## config.mk

```make
export PLATFORM = sky130hd
export DESIGN_NAME = bounded_deque_with_search_top
export DESIGN_NICKNAME = d
export VERILOG_FILES = /design/src/design/bdq_pkg.sv /design/src/design/bdq_datapath.sv /design/src/design/bdq_controller.sv /design/src/design/bounded_deque_with_search_top.sv
export SDC_FILE = /design/constraint.sdc
export NUM_CORES = 1
export LEC_CHECK = 0
export BUFFER_PORTS_ARGS = -buffer_cell sky130_fd_sc_hd__buf_2
export CAP_MARGIN = 20
export CORE_MARGIN = 5
export CORE_UTILIZATION = 35
export CTS_CLUSTER_DIAMETER = 40
export CTS_CLUSTER_SIZE = 8
export DETAILED_ROUTE_END_ITERATION = 10
export PLACE_DENSITY = 0.58
export SKIP_LAST_GASP = 1
export SLEW_MARGIN = 20
export SYNTH_ARGS = -nofsm -noshare
export SYNTH_HDL_FRONTEND = slang
export SYNTH_HIERARCHICAL = 1
export SYNTH_SLANG_ARGS = --single-unit
```

## constraint.sdc

```tcl
create_clock -name clk -period 4.92 [get_ports clk]
set_input_delay 0.246 -clock clk [delete_from_list [all_inputs] [get_ports clk]]
set_output_delay 0.246 -clock clk [all_outputs]
set_load 0.02 [all_outputs]
```

## src/design/bdq_pkg.sv

```systemverilog
// ----------------------------------------------------------------------------
// bdq_pkg: shared types and codes for the bounded deque
// Action and status codes, plus the command and status bundles passed
// between the controller and the datapath.
// ----------------------------------------------------------------------------
package bdq_pkg;

  localparam int VALUE_W = 32;
  localparam int COUNT_OUT_W = 5;

  localparam logic [2:0] ACT_PUSH_FRONT = 3'd0;
  localparam logic [2:0] ACT_PUSH_BACK  = 3'd1;
  localparam logic [2:0] ACT_POP_FRONT  = 3'd2;
  localparam logic [2:0] ACT_POP_BACK   = 3'd3;
  localparam logic [2:0] ACT_DELETE     = 3'd4;
  localparam logic [2:0] ACT_SEARCH     = 3'd5;

  localparam logic [1:0] ST_DONE    = 2'd0;
  localparam logic [1:0] ST_FULL    = 2'd1;
  localparam logic [1:0] ST_EMPTY   = 2'd2;
  localparam logic [1:0] ST_MISSING = 2'd3;

  // controller -> datapath
  typedef struct packed {
    logic       push_front;
    logic       push_back;
    logic       pop_front;   // head moves inward, count drops
    logic       pop_back;    // count drops
    logic       scan_init;   // latch key, read index to front
    logic       shift_init;  // read index to one past the hit
    logic       rd_issue;    // issue a read at the read index
    logic       shift_run;   // write returning data one slot frontwards
    logic       emit;
    logic [1:0] status;
  } cmd_t;

  // datapath -> controller
  typedef struct packed {
    logic empty;
    logic full;
    logic hit;       // returning data equals the key
    logic rd_valid;
    logic at_first;  // returning data is the front entry
    logic at_last;   // returning data is the back entry
  } stat_t;

endpackage

```

## src/design/bdq_datapath.sv

```systemverilog
// ----------------------------------------------------------------------------
// bdq_datapath: entry store, pointers and result register
// Circular buffer with a head pointer and count, one registered read port
// for scans and compaction, and the registered result outputs.
// ----------------------------------------------------------------------------
module bdq_datapath #(
  parameter int CAPACITY = 16
) (
  input  logic                                   clk,
  input  logic                                   rst,
  input  logic signed [bdq_pkg::VALUE_W-1:0]     value,
  input  bdq_pkg::cmd_t                          cmd,
  output bdq_pkg::stat_t                         stat,
  output logic                                   done,
  output logic [1:0]                             status,
  output logic [bdq_pkg::COUNT_OUT_W-1:0]        entry_count
);
  import bdq_pkg::*;

  localparam int CW = $clog2(CAPACITY + 1);
  localparam int PW = $clog2(CAPACITY);

  logic [VALUE_W-1:0] mem [CAPACITY];

  logic [PW-1:0] head, head_next, head_dec, head_inc;
  logic [CW-1:0] count, count_next;
  logic [CW-1:0] ri, ri_next, rd_idx;
  logic          rd_valid, issue;
  logic [VALUE_W-1:0] key, rd_data;
  logic          we;
  logic [PW-1:0] wr_addr, rd_addr;
  logic [VALUE_W-1:0] wr_data;

  // logical position -> physical slot, wrapping at CAPACITY
  function automatic logic [PW-1:0] phys(input logic [PW-1:0] base,
                                         input logic [CW-1:0] off);
    logic [CW:0] sum;
    sum = (CW+1)'(base) + (CW+1)'(off);
    if (sum >= (CW+1)'(CAPACITY)) sum = sum - (CW+1)'(CAPACITY);
    return sum[PW-1:0];
  endfunction

  assign head_dec = (head == '0) ? PW'(CAPACITY - 1) : head - PW'(1);
  assign head_inc = (head == PW'(CAPACITY - 1)) ? '0 : head + PW'(1);
  assign issue    = cmd.rd_issue && (ri < count);
  assign rd_addr  = phys(head, ri);

  always_comb begin
    head_next  = head;
    count_next = count;
    we         = 1'b0;
    wr_addr    = phys(head, rd_idx - CW'(1));
    wr_data    = rd_data;
    priority if (cmd.push_front) begin
      head_next  = head_dec;
      count_next = count + CW'(1);
      we         = 1'b1;
      wr_addr    = head_dec;
      wr_data    = value;
    end else if (cmd.push_back) begin
      count_next = count + CW'(1);
      we         = 1'b1;
      wr_addr    = phys(head, count);
      wr_data    = value;
    end else if (cmd.pop_front) begin
      head_next  = head_inc;
      count_next = count - CW'(1);
    end else if (cmd.pop_back) begin
      count_next = count - CW'(1);
      we         = cmd.shift_run && rd_valid;  // last compaction move
    end else begin
      we         = cmd.shift_run && rd_valid;
    end
  end

  always_comb begin
    priority if (cmd.scan_init) begin
      ri_next = '0;
    end else if (cmd.shift_init) begin
      ri_next = rd_idx + CW'(1);
    end else if (issue) begin
      ri_next = ri + CW'(1);
    end else begin
      ri_next = ri;
    end
  end

  always_ff @(posedge clk) begin
    if (we) begin
      mem[wr_addr] <= wr_data;
    end
    rd_data <= mem[rd_addr];
  end

  always_ff @(posedge clk) begin
    if (rst) begin
      head     <= '0;
      count    <= '0;
      rd_valid <= 1'b0;
      done     <= 1'b0;
    end else begin
      head     <= head_next;
      count    <= count_next;
      rd_valid <= issue;
      done     <= cmd.emit;
    end
  end

  always_ff @(posedge clk) begin
    ri <= ri_next;
    if (issue) begin
      rd_idx <= ri;
    end
    if (cmd.scan_init) begin
      key <= value;
    end
    status      <= cmd.status;
    entry_count <= COUNT_OUT_W'(count_next);
  end

  assign stat.empty    = (count == '0);
  assign stat.full     = (count == CW'(CAPACITY));
  assign stat.hit      = rd_valid && (rd_data == key);
  assign stat.rd_valid = rd_valid;
  assign stat.at_first = (rd_idx == '0);
  assign stat.at_last  = (rd_idx == count - CW'(1));

endmodule

```

## src/design/bdq_controller.sv

```systemverilog
// ----------------------------------------------------------------------------
// bdq_controller: request sequencer
// Decodes each request, runs the front-to-back scan for search and delete,
// and the compaction pass that closes the gap after an interior delete.
// ----------------------------------------------------------------------------
module bdq_controller (
  input  logic           clk,
  input  logic           rst,
  input  logic           start,
  input  logic [2:0]     action,
  input  bdq_pkg::stat_t stat,
  output bdq_pkg::cmd_t  cmd,
  output logic           busy
);
  import bdq_pkg::*;

  typedef enum logic [2:0] {
    S_IDLE  = 3'b001,
    S_SCAN  = 3'b010,
    S_SHIFT = 3'b100
  } state_t;

  state_t state, state_next;
  logic   is_del, is_del_next;

  assign busy = (state != S_IDLE);

  always_comb begin
    cmd         = '0;
    cmd.status  = ST_DONE;
    state_next  = state;
    is_del_next = is_del;
    unique case (state)
      S_IDLE: begin
        if (start) begin
          cmd.emit = 1'b1;
          unique case (action)
            ACT_PUSH_FRONT: begin
              if (stat.full) cmd.status = ST_FULL;
              else cmd.push_front = 1'b1;
            end
            ACT_PUSH_BACK: begin
              if (stat.full) cmd.status = ST_FULL;
              else cmd.push_back = 1'b1;
            end
            ACT_POP_FRONT: begin
              if (stat.empty) cmd.status = ST_EMPTY;
              else cmd.pop_front = 1'b1;
            end
            ACT_POP_BACK: begin
              if (stat.empty) cmd.status = ST_EMPTY;
              else cmd.pop_back = 1'b1;
            end
            ACT_DELETE, ACT_SEARCH: begin
              if (stat.empty) begin
                cmd.status = ST_MISSING;
              end else begin
                cmd.emit      = 1'b0;
                cmd.scan_init = 1'b1;
                is_del_next   = (action == ACT_DELETE);
                state_next    = S_SCAN;
              end
            end
            default: ;  // unused codes: no change
          endcase
        end
      end
      S_SCAN: begin
        if (stat.hit) begin
          if (!is_del) begin
            cmd.emit   = 1'b1;
            state_next = S_IDLE;
          end else if (stat.at_first) begin
            cmd.pop_front = 1'b1;
            cmd.emit      = 1'b1;
            state_next    = S_IDLE;
          end else if (stat.at_last) begin
            cmd.pop_back = 1'b1;
            cmd.emit     = 1'b1;
            state_next   = S_IDLE;
          end else begin
            cmd.shift_init = 1'b1;
            state_next     = S_SHIFT;
          end
        end else if (stat.rd_valid && stat.at_last) begin
          cmd.emit   = 1'b1;
          cmd.status = ST_MISSING;
          state_next = S_IDLE;
        end else begin
          cmd.rd_issue = 1'b1;
        end
      end
      S_SHIFT: begin
        cmd.rd_issue  = 1'b1;
        cmd.shift_run = 1'b1;
        if (stat.rd_valid && stat.at_last) begin
          cmd.rd_issue = 1'b0;
          cmd.pop_back = 1'b1;
          cmd.emit     = 1'b1;
          state_next   = S_IDLE;
        end
      end
      default: state_next = S_IDLE;
    endcase
  end

  always_ff @(posedge clk) begin
    if (rst) begin
      state  <= S_IDLE;
      is_del <= 1'b0;
    end else begin
      state  <= state_next;
      is_del <= is_del_next;
    end
  end

endmodule

```

## src/design/bounded_deque_with_search_top.sv

```systemverilog
// ----------------------------------------------------------------------------
// bounded_deque_with_search_top: bounded deque with search and delete
// Ordered list of signed 32-bit values, pushed and popped at either end,
// searched or deleted by value (first match from the front).
// ----------------------------------------------------------------------------
//
//  channel  | handshake               | fields
//  ---------+-------------------------+---------------------------------
//  request  | start in, busy out      | action[2:0], value[31:0] signed
//  result   | done out (one cycle)    | status[1:0], entry_count[4:0]
//
//  An item is taken on a clock edge with start high and busy low.
//  Pushes, pops and unused codes: the result strobes on the next cycle and
//  a new item may follow at once. Search/delete walk the store one entry a
//  cycle through its single registered read port (an empty list reports at
//  once); an interior delete then compacts the tail, one entry a cycle.
//  Reset (rst, synchronous) empties the list; stored values are left as is.
//  The receiver cannot stall: done lasts one cycle and is never held.
//
module bounded_deque_with_search_top #(
  parameter int CAPACITY = 16
) (
  input  logic                                  clk,
  input  logic                                  rst,
  input  logic                                  start,
  output logic                                  busy,
  input  logic [2:0]                            action,
  input  logic signed [bdq_pkg::VALUE_W-1:0]    value,
  output logic                                  done,
  output logic [1:0]                            status,
  output logic [bdq_pkg::COUNT_OUT_W-1:0]       entry_count
);
  import bdq_pkg::*;

  cmd_t  cmd;
  stat_t stat;

  // sequencer: decode, scan and compaction control
  bdq_controller u_ctrl (
    .clk    (clk),
    .rst    (rst),
    .start  (start),
    .action (action),
    .stat   (stat),
    .cmd    (cmd),
    .busy   (busy)
  );

  // circular store, read pipeline and result register
  bdq_datapath #(
    .CAPACITY (CAPACITY)
  ) u_dp (
    .clk         (clk),
    .rst         (rst),
    .value       (value),
    .cmd         (cmd),
    .stat        (stat),
    .done        (done),
    .status      (status),
    .entry_count (entry_count)
  );

  // end-point operations always answer on the very next cycle
  a_quick_ops: assert property (@(posedge clk) disable iff (rst)
    (start && !busy && (action == ACT_PUSH_FRONT || action == ACT_PUSH_BACK ||
                        action == ACT_POP_FRONT || action == ACT_POP_BACK))
    |=> done)
    else $error("end-point operation did not answer next cycle");

  // a full or empty report only ever follows a freshly taken item
  a_flag_origin: assert property (@(posedge clk) disable iff (rst)
    (done && (status == ST_FULL || status == ST_EMPTY)) |-> $past(start && !busy))
    else $error("full/empty status without a request the cycle before");

  // at most one list update per cycle
  a_one_update: assert property (@(posedge clk) disable iff (rst)
    $onehot0({cmd.push_front, cmd.push_back, cmd.pop_front, cmd.pop_back,
              cmd.scan_init, cmd.shift_init}))
    else $error("conflicting list updates");

endmodule
```

==> impl_metrics.ini <==
[layout]
multi_input_area_um2 = 6270
layout_common_cells = edfxtp_1 (549), nand2_1 (180), mux4_2 (128)
diodes = 0
final_area_um2 = 29300
layout_commonest_cell = edfxtp_1
regArea_um2 = 17700
syn_to_final_growth_pct = 21.2
fillers = 6013
fin_cells = 2527
layout-drive-gt1-share_pct = 24.7
fin_nets = 1581

[global_route]
grt_overflow = 0
track_usage_pct = 16.1
first_global_vias = 13740
antenna_found_initial = 0
grt_pass1_wl_um = 89700
grt_max_degree = 37

[place]
dpl_cell_area_um2 = 25900
place_congestion = 0.774
port_buffers = 46
placed_cells = 2317
hpwl_um = 35100

[power_and_ir_drop]
seq_power_share_pct = 43.2
swShare_pct = 25.1
internal-power_mw = 10.9
leakagePower_nw = 9.65
vdd_drop_max_uv = 297
power_frac_clock_pct = 42.5
switchingPower_mw = 3.66
totalPowerFinal_mw = 14.6
power.density_nw_per_um2 = 498
comb_power_share_pct = 14.3

[synth]
syn_area_per_cell_um2 = 17.9
synth_area_um2 = 24200
synth-seq-cells = 608
yosysSeqAreaShare_pct = 73.1
synth_fp_nets = 1406
synth_top_area_cell = edfxtp_1
syn_inst = 1348
synth_top_area_share_pct = 68.2
async_flop_share_pct = 0
yosys_warnings = 6
synth-edff-count = 549
yosys-top-cells-area = edfxtp_1 (68%), mux4_2 (12%), dfxtp_1 (4.9%)
yosys.cell_types.count = 61
ys_dominant_reg_cell = edfxtp_1

[status]
status = complete, no violations

[die]
die_h_um = 273
core_um2 = 68600
ios = 47
start_util_pct = 35.3
num_rows = 96
die_area_um2 = 74400
dieWidth_um = 273

[setup_path]
r2r_end = u_dp/mem[11][12]$_DFFE_PP_
reg2reg_depth = 14
r2r_start = u_dp/count[1]$_SDFF_PP0_
rrSetupSlack_ns = 0.49
worst_ep_arrival_time_ns = 4.75
endpoint_kind = flop
critical_path_class = flop to flop
crit_required_ns = 5.24
crit_fanout = 23
critPathLaunchType = flop
crit_start = u_dp/count[1]$_SDFF_PP0_

[clocking]
post-cts-setup-buffer-count = 0
cts_buffers = 98
cts.sinks = 608
path_clk_slew_ns = 0.05
insertion_delay_ns = 0.64
tritoncts = built
clockBufferDepth = 3
cts_root_buf = clkbuf_16
htree_levels = 3

[route]
routed_wl_um = 59500
drt_iter0_drc = 958
num_vias = 12985
viasPerCell = 5.14
drc = 0
dr.pass1.iters = 7
wire_per_inst_um = 23.5
drtAntennaViolNets = 0

[sta]
worst_pin_slew_ns = 1.07
drv_slew = 0
setup_viol = 0
timing.fmax_mhz = 226
finalCriticalPeriod_ns = 4.43
fin_crit_sh_pct = 90.1
finalHoldViolations = 0
rsz0062_at_grt = no
fin_skew_ns = 0.0353
maxSlewHeadroom_pct = 28.5
final.setup.tns_ns = 0

[min_path]
holdPathStages = 4
min_from = action[2]
min_to = u_dp/status[1]$_DFF_P_
min_path_type = primary input to flop

[job]
maxCapViolCount = 0
## registers in the layout, indices dropped and copies added (netlist names)
register,count
u_ctrl/state,3
u_dp/mem,512
u_dp/rd_idx,5
u_dp/head,4
u_dp/entry_count,5
u_dp/status,2
u_dp/ri,5
u_ctrl/is_del,1
u_dp/rd_data,32
u_dp/rd_valid,1
u_dp/done,1
u_dp/count,5
u_dp/key,32
## power groups by stage
stage / Clock [mW] / Combinational, mW / Sequential [mW]
3_3_place_gp: 0 / 2.06 / 6.39
3_5_place_dp: 0 / 2.09 / 6.40
2_1_floorplan: 0 / 1.34 / 6.37
5_1_grt: 6.59 / 2.27 / 6.31
4_1_cts: 6.32 / 2.12 / 6.30
6_report: 6.19 / 2.09 / 6.30
## logic make-up (layout without fill, tap and decap cells)
group / count (synthesis) / count (layout) / share of synthesized area (%)
xor gates and xnor gates: 56 / 56 / 2.12
muxes: 134 / 134 / 12.2
DFF: 608 / 608 / 73.1
and+or+nand+nor: 308 / 308 / 5.96
buffers and inverters: 87 / 335 / 1.76
AOI/OAI and AO/OA: 135 / 135 / 3.81
adders and majority gates: 20 / 20 / 1.10
## cells in the mapped netlist, types with 2 or more instances
library cell,instances
a211oi_1,36
a21o_1,3
a21oi_1,17
a31oi_1,35
and2_1,33
buf_2,17
buf_4,7
buf_6,7
clkbuf_1,34
dfxtp_1,59
edfxtp_1,549
fa_1,2
ha_1,18
inv_1,20
mux2i_1,6
mux4_2,128
nand2_1,180
nand2b_1,6
nand3_1,8
nand4_1,8
nand4b_1,2
nor2_1,23
nor2b_1,12
nor3_1,16
nor3b_2,2
nor4_1,5
o211ai_1,4
o21a_1,6
o21ai_0,11
o21ai_1,3
o22ai_1,3
o31a_1,2
o31ai_1,3
or3_1,4
xnor2_1,45
xor2_1,9
## timing repair
item	in CTS	in global routing
setup endpoints to repair	0	31
gates resized for setup	0	1
hold endpoints to repair	41	0
hold buffers	37	0
## area by class of cell
class                   instances  share of cell area (%)
clock buffers                 147                    9.28
multi-input cells             653                    21.4
clock inverters                26                   0.927
repair buffers                141                    3.84
inverters                      21                   0.269
flip-flops and latches        608                    60.3
well taps                     931                    3.98
## routing by layer
layer | global-route usage, % | up-vias | wire, um
met2 | 26.1 | 402 | 28500
met1 | 21.5 | 6784 | 25400
met4 | 4.79 | 2 | 1500
met5 | 1.45 | - | 145
met3 | 4.04 | 102 | 3970
li1 | - | 5695 | -
## worst max-delay path: stages, from the launching register on
cell,delay [ns]
dfxtp_1,0.38
inv_1,0.11
ha_1,0.24
nand3_1,0.17
nor2_1,0.10
nor3_1,0.18
buf_4,0.21
mux2i_1,0.30
ha_1,0.28
nand3_1,0.08
nand2_1,0.07
xnor3_1,0.35
o211ai_1,0.33
nor2_4,0.96
buf_4,0.36
## worst max path at each step
stage	end	depth (start not counted)
after floorplan	u_dp/mem[2][0]$_DFFE_PP_	14
after global placement	u_dp/mem[11][1]$_DFFE_PP_	14
after detailed placement	u_dp/mem[11][15]$_DFFE_PP_	14
after CTS	u_dp/mem[10][7]$_DFFE_PP_	14
after global routing	u_dp/mem[11][1]$_DFFE_PP_	14
final	u_dp/mem[11][12]$_DFFE_PP_	14
## metrics by stage
step	hold WS (ns)	util, %	setup slack [ns]
floorplan	0.318	-	-0.530
global placement	0.438	37.8	0.486
detailed placement	0.440	37.8	0.462
CTS	0.00523	42.7	0.440
global route	0.0378	42.7	0.115
finish	0.0416	42.7	0.487
No activity file was read; power rests on OpenSTA's default activity.
